## src/rtl/core/psb_pkg.sv

```systemverilog
// Package for the parameter smoother bank: constants, mode codes, row and
// control/status types, and the clamp helper. No dependencies.
package psb_pkg;

  localparam int unsigned ENTRIES_DEFAULT = 64;
  localparam logic [16:0] ONE_Q16 = 17'h10000;

  // item modes
  localparam logic [2:0] MODE_DEFINE   = 3'd0;
  localparam logic [2:0] MODE_SET      = 3'd1;
  localparam logic [2:0] MODE_SET_NORM = 3'd2;
  localparam logic [2:0] MODE_SNAP     = 3'd3;
  localparam logic [2:0] MODE_SNAP_ALL = 3'd4;
  localparam logic [2:0] MODE_ADVANCE  = 3'd5;
  localparam logic [2:0] MODE_READ     = 3'd6;

  // one entry of the bank as stored in RAM
  typedef struct packed {
    logic signed [31:0] low;
    logic signed [31:0] high;
    logic [16:0]        sc;
    logic signed [31:0] target;
    logic signed [31:0] value;
    logic [16:0]        bc;
  } psb_row_t;

  localparam int unsigned ROW_W = $bits(psb_row_t);

  // controller to datapath
  typedef struct packed {
    logic cap;
    logic rd;
    logic load;
    logic pwr_step;
    logic mul;
    logic upd;
    logic nrm_init;
    logic div_step;
    logic out_load;
  } psb_cmd_t;

  // datapath to controller
  typedef struct packed {
    logic need_pwr;
    logic pwr_last;
    logic sweep_active;
    logic nrm_direct;
    logic div_last;
    logic out_free;
  } psb_sts_t;

  // below low gives low, else above high gives high
  function automatic logic signed [31:0] clamp_q16(logic signed [35:0] v,
                                                   logic signed [31:0] lo,
                                                   logic signed [31:0] hi);
    logic signed [31:0] r;
    if (v < lo) begin
      r = lo;
    end else if (v > hi) begin
      r = hi;
    end else begin
      r = v[31:0];
    end
    return r;
  endfunction

endpackage

```

## src/rtl/core/psb_ctrl.sv

```systemverilog
// Sequencer of the parameter smoother bank: steps one item through read,
// power, multiply, update and normalize. Uses psb_pkg types.
module psb_ctrl (
  input  logic             clk_i,
  input  logic             rst_ni,
  input  logic             in_valid_i,
  output logic             in_ready_o,
  input  psb_pkg::psb_sts_t sts_i,
  output psb_pkg::psb_cmd_t cmd_o
);

  localparam logic [3:0] S_IDLE = 4'd0;
  localparam logic [3:0] S_RD   = 4'd1;
  localparam logic [3:0] S_LD   = 4'd2;
  localparam logic [3:0] S_PWR  = 4'd3;
  localparam logic [3:0] S_MUL  = 4'd4;
  localparam logic [3:0] S_UPD  = 4'd5;
  localparam logic [3:0] S_NRM  = 4'd6;
  localparam logic [3:0] S_DIV  = 4'd7;
  localparam logic [3:0] S_DONE = 4'd8;

  logic [3:0] state_q, state_d;

  assign in_ready_o = (state_q == S_IDLE);

  // next state and commands
  always_comb begin
    state_d = state_q;
    cmd_o   = '0;
    case (state_q)
      S_IDLE: begin
        if (in_valid_i) begin
          cmd_o.cap = 1'b1;
          state_d   = S_RD;
        end
      end
      S_RD: begin
        cmd_o.rd = 1'b1;
        state_d  = S_LD;
      end
      S_LD: begin
        cmd_o.load = 1'b1;
        state_d    = sts_i.need_pwr ? S_PWR : S_MUL;
      end
      S_PWR: begin
        cmd_o.pwr_step = 1'b1;
        if (sts_i.pwr_last) begin
          state_d = S_MUL;
        end
      end
      S_MUL: begin
        cmd_o.mul = 1'b1;
        state_d   = S_UPD;
      end
      S_UPD: begin
        cmd_o.upd = 1'b1;
        state_d   = sts_i.sweep_active ? S_RD : S_NRM;
      end
      S_NRM: begin
        cmd_o.nrm_init = 1'b1;
        state_d        = sts_i.nrm_direct ? S_DONE : S_DIV;
      end
      S_DIV: begin
        cmd_o.div_step = 1'b1;
        if (sts_i.div_last) begin
          state_d = S_DONE;
        end
      end
      S_DONE: begin
        if (sts_i.out_free) begin
          cmd_o.out_load = 1'b1;
          state_d        = S_IDLE;
        end
      end
      default: begin
        state_d = S_IDLE;
      end
    endcase
  end

  always_ff @(posedge clk_i or negedge rst_ni) begin
    if (!rst_ni) begin
      state_q <= S_IDLE;
    end else begin
      state_q <= state_d;
    end
  end

endmodule

```

## config.mk

```make
export PLATFORM = sky130hd
export DESIGN_NAME = psb_ctrl
export DESIGN_NICKNAME = d
export VERILOG_FILES = /design/src/rtl/core/psb_pkg.sv /design/src/rtl/core/psb_ctrl.sv
export SDC_FILE = /design/constraint.sdc
export NUM_CORES = 1
export LEC_CHECK = 0
export BUFFER_PORTS_ARGS = -buffer_cell sky130_fd_sc_hd__buf_2
export CAP_MARGIN = 20
export CORE_AREA = 2 2 39 41
export CTS_CLUSTER_DIAMETER = 200
export CTS_CLUSTER_SIZE = 25
export DETAILED_ROUTE_END_ITERATION = 10
export DIE_AREA = 0 0 41 43
export PLACE_DENSITY_LB_ADDON = 0.2
export SYNTH_ARGS = -nofsm -noshare
export SYNTH_HDL_FRONTEND = slang
export SYNTH_SLANG_ARGS = --single-unit
```

## constraint.sdc

```tcl
create_clock -name clk_i -period 1.4 [get_ports clk_i]
set_clock_uncertainty 0.15 [all_clocks]
set_input_delay 0.07 -clock clk_i [delete_from_list [all_inputs] [get_ports clk_i]]
set_output_delay 0.07 -clock clk_i [all_outputs]
set_load 0.03 [all_outputs]
```

; ---- Word-level counts from Yosys, hierarchy flattened
; Cells that the tools add are included.
; W data, S select, Z words.
[totals]
register_bits = 4
latch_bits = 0
ramBits = 0
mem_bits_ro = 0
inputBits = 9
output_inout_bits = 10
wordCells = 34
mem_count = 0
[classes]
addsub = 0
n_mul = 0
n_div = 0
n_lt_le_gt_ge = 0
n_eq_ne = 12
n_shift = 0
muxes = 19
n_bitwise = 0
reduce_logical = 2
[op_table]
columns = op, n
row1 = $pmux W4 S9, 1
row2 = $mux W4, 5
row3 = $eq A4 B3 Y1 const B, 4
row4 = $mux W1, 11
row5 = $eq A4 B2 Y1 const B, 2
row6 = $ne A2 B2 Y1 const B, 4
row7 = $mux W3, 2
row8 = $eq A4 B1 Y1 const B, 1
row9 = $eq A4 B4 Y1 const B, 1
row10 = $logic_not A4 Y1, 1
row11 = $reduce_and A4 Y1, 1

; ---- Logic depth before layout (Yosys ltp)
[logic_depth]
word_depth = 3
ltp_mapped = 5
depth_no_buf = 4

; ---- Worst setup path after synthesis
; OpenSTA, ideal clock, no wires.
[synth_path]
kind = flip-flop to output port
startpoint = reg state_q[0]
endpoint = out cmd_o[8] (netlist bit)
arrival_ns = 2.049
t_required_ns = 1.180
slack_ns = -0.869
path_stages_with_launch = 4
path_buffers = 1
path_cell_list = dfrtp_1 -> buf_2 -> nor4_1 -> and2_1
[synth_lines]
columns = item, line_no
row1 = start: declaration, psb_ctrl.sv:22  ; logic [3:0] state_q, state_d;
row2 = start signal: assignment, psb_ctrl.sv:85  ; state_q <= state_d;
row3 = end: declaration, psb_ctrl.sv:9  ; output psb_pkg::psb_cmd_t cmd_o

==> results.md <==
- The run finished, with violations left.
- The final reports fail on negative setup slack.
- Max-cap violations in this run came to 0.
- The min-delay analysis places its worst path in the category in2async.
- The tree built by TritonCTS fans out to 4 sinks.
- The switching component of the power is 1.01 mW.
- Dividing the final minimum period by the clock period gives 113%.
- In this run the number of H-tree levels came out at 1.
- The number of distinct library cells after synthesis is 26.
- The worst path buffer plus inverter count is 3.
- The deepest clock path buffer count is 2.
- Routability-driven placement finished with a final weighted congestion of 0.794.
- In this run the remaining antenna-violating nets after routing total 0.
- In the post-route analysis, the smallest setup slack over all paths is -0.179 ns.
- Across the VDD grid, the largest voltage drop is 1.14 mV.
- The number of clock buffers inserted by TritonCTS is 3.
- The register bit total from synthesis is 4.
- TritonCTS built the clock tree.
- The count of pins over their slew limit is 0.
- The wire length of the first global-routing pass is 2210 microns.
- Using the TritonRoute via totals, the vias-per-cell ratio works out to 4.78.
- The detailed placement HPWL is 861 microns.
- The number of enable flip-flop cells after synthesis is 0.
- The number of hold-slack violations in the final timing report is 0.
- The most used flip-flop cell after synthesis is dfrtp_1.
- The die covers 1760 sq um.
- The fraction of layout cells with a size suffix above 1 is 67.7%.
- The area growth from synthesis to layout is 133%.
- STA classifies the critical path startpoint as a flip-flop.
- dfrtp_1 takes more of the synthesized area than any other cell.
- The worst-margin pin slew is 0.349 ns.
- The die is 41 microns wide.
- The data arrival time of the critical path is 1.36 ns.
- In the synthesized netlist, the cells that appear most often are nor3_1 (7), nor2_1 (6), dfrtp_1 (4).
- Measured against its own limit, the worst slew margin works out to 76.7%.
- The relative contribution of the clock network to total power is 5.9%.
- The starting DRC count in detailed routing is 2.
- The sequential cell fraction of total power is 10.9%.
- The via count of the first global-routing pass came to 512.
- The clock-pin slew on the worst setup and hold paths is 0.04 ns.
- state_q holds more flip-flops than any other register.
- Adding up every negative setup slack in the final design gives -1.51 ns.
- The clock root buffer master is clkbuf_4.
- The stage delay of the slowest cell on the critical path is 0.43 ns.
- The initial antenna violation count was 0.
- Of all flip-flops after synthesis, the portion carrying an async set or reset was 100%.
- The standard cell core area is 1380 sq um.
- The sequential fraction of the synthesis area is 25.1%.
- Setup repair after global routing could not meet its margin everywhere.
- In this run the worst path has a maximum fanout of 5.
- The number of warning messages in the yosys log is 0.
- The critical path goes through buf_12 -> buf_8 -> nand2b_4 -> nor3_2 -> buf_4.
- STA classifies the critical path endpoint as an output pin.
- After synthesis, the cell types taking the most area are dfrtp_1 (25%), nor3_1 (8.8%), a2111oi_4 (6.9%).
- Cell internal power was estimated by the tool at 1.35 mW.
- The total power draw is 2.36 mW.
- During I/O placement, the number of pins put on the boundary was 19.
- The total number of vias is 535.
- The number of antenna diodes in the final layout is 0.
- The net count of the finished layout is 107.
- The post-synthesis instance area is 399 sq um.
- The register with the most flip-flops in the layout has 4 of them.
- For this design the ratio of total power to cell area is 2540 nW/um^2.
- The starting utilization of the core area is 28.8%.
- The clock latency on the worst-skew pair is 0.23 ns.
- Cells fill 67.2% of the core in the end.
- Static timing analysis puts the maximum clock frequency at 633 MHz.
- The part of the power in combinational logic is 83.3%.
- The worst-path cell with the longest stage delay is dfrtp_2.
- After floorplanning, the core was divided into 14 placement rows.
- In the post-synthesis netlist, the cell with the most instances is nor3_1.
- The synthesized design devotes to its leading area cell type 25.1% of total area.
- Input and output buffers added on the ports amount to 18.
- For flop-to-flop paths, the worst setup slack is -0.11 ns.
- The first detailed-routing pass ran for 2 iterations.
- The net count after synthesis is 61.
- The height of the die is 43 microns.
- The kind of cell with the highest combined delay along the critical path is buffers and inverters.
- The leakage dissipation is 0.441 nW.
- The setup path with the least slack is of type reg2out.
- The gate count after technology mapping is 52.
- The largest registers in the layout are state_q: 4 flops.
- Net switching is 42.8% of the power.
- The total global routing overflow is 0.
- Across every metal layer, demand over resource in global routing totals 18.7%.
- The total setup violations reported at the end of the flow is 14.
- After detailed routing, the average wire length per cell comes to 12.1 microns.
- For the worst setup path, the data required time is 1.18 ns.
- Subtracting the final worst setup slack from the clock period gives 1.58 ns.
- After detailed routing, the total wire length is 1350 microns.
- The post-synthesis area per instance is 7.68 sq um.
- The DRC violations left is 0.
- Entering global routing, the biggest net connects 6 pins.
==> cells by family after synthesis <==
| kind of cell | after synthesis | synth area share [%] |
|---|---|---|
| AO/OA/AOI/OAI | 14 | 27.3 |
| flip-flops | 4 | 25.1 |
| multiplexers | 1 | 2.82 |
| AND/OR/NAND/NOR | 28 | 39.2 |
| buffers and inverters | 5 | 5.64 |
==> layer usage <==
| metal | vias to the layer above | routed length (microns) | global-route usage, % |
|---|---|---|---|
| li1 | 275 | - | - |
| met1 | 248 | 579 | 25.5 |
| met2 | 12 | 745 | 28.7 |
| met3 | 0 | 29 | 6.28 |
| met4 | 0 | 0 | 2.00 |
| met5 | - | 0 | 0 |
==> cell usage in the layout (no fill, tap or decap), types with 2 or more instances in the layout <==
| cell | Yosys | final |
|---|---|---|
| buf_2 | 3 | 9 |
| a21oi_1 | 2 | 2 |
| nor4_4 | 0 | 2 |
| nand2_1 | 2 | 2 |
| o21a_1 | 2 | 2 |
| dfrtp_2 | 0 | 3 |
| nor3_2 | 0 | 4 |
| o21ai_1 | 1 | 3 |
| nor2_1 | 6 | 5 |
| nor3_1 | 7 | 2 |
| buf_6 | 0 | 11 |
| clkbuf_4 | 0 | 3 |
| dlygate4sd3_1 | 0 | 2 |
| nand2b_4 | 0 | 2 |
| a21o_1 | 2 | 2 |
| buf_4 | 0 | 20 |
| nor2b_1 | 2 | 2 |
==> stage by stage <==
step | instance area (sq um) | std cells | hold slack, ns | setup WS [ns]
finish | 930 | 112 | 0.0367 | -0.179
global route | 930 | 112 | 0.0329 | -0.257
CTS | 897 | 112 | 0.0176 | -0.177
detailed placement | 638 | 97 | -0.271 | -0.0700
global placement | 638 | 97 | -0.272 | -0.0889
floorplan | 428 | 52 | -0.376 | -0.222
==> power groups by stage <==
| stage | clock [mW] | sequential [mW] | combinational (mW) |
|---|---|---|---|
| 2_1_floorplan | 0 | 0.235 | 0.832 |
| 3_3_place_gp | 0 | 0.258 | 1.27 |
| 3_5_place_dp | 0 | 0.256 | 1.28 |
| 4_1_cts | 0.145 | 0.248 | 1.86 |
| 5_1_grt | 0.155 | 0.265 | 2.10 |
| 6_report | 0.138 | 0.256 | 1.96 |
==> what timing repair did <==
item	4_1_cts	5_1_grt
setup buffers	9	0
setup endpoints to repair	14	14
pin swaps	8	1
gates resized for setup	30	10
hold buffers	2	0
gates cloned	1	0
endpoints found under the hold margin	5	0
==> cell type report <==
cell class,count,area [sq um]
Clock buffer,3,22.5
Fill cell,116,454
Inverter,1,3.75
Multi-Input combinational cell,43,373
Sequential cell,4,104
Tap cell,16,20.0
Timing Repair Buffer,45,407
==> final timing paths <==
kind                            startpoint    endpoint  cells after the start
worst max-delay path            state_q[0]    cmd_o[6]                      5
worst min-delay path                rst_ni  state_q[2]                      2
worst max register to register  state_q[1]  state_q[2]                      5
worst min register to register  state_q[2]  state_q[0]                      3
max in group asynchronous           rst_ni  state_q[3]                      2
min in group clk_i                sts_i[1]  state_q[2]                      3
(Power assumes the default switching activity.)
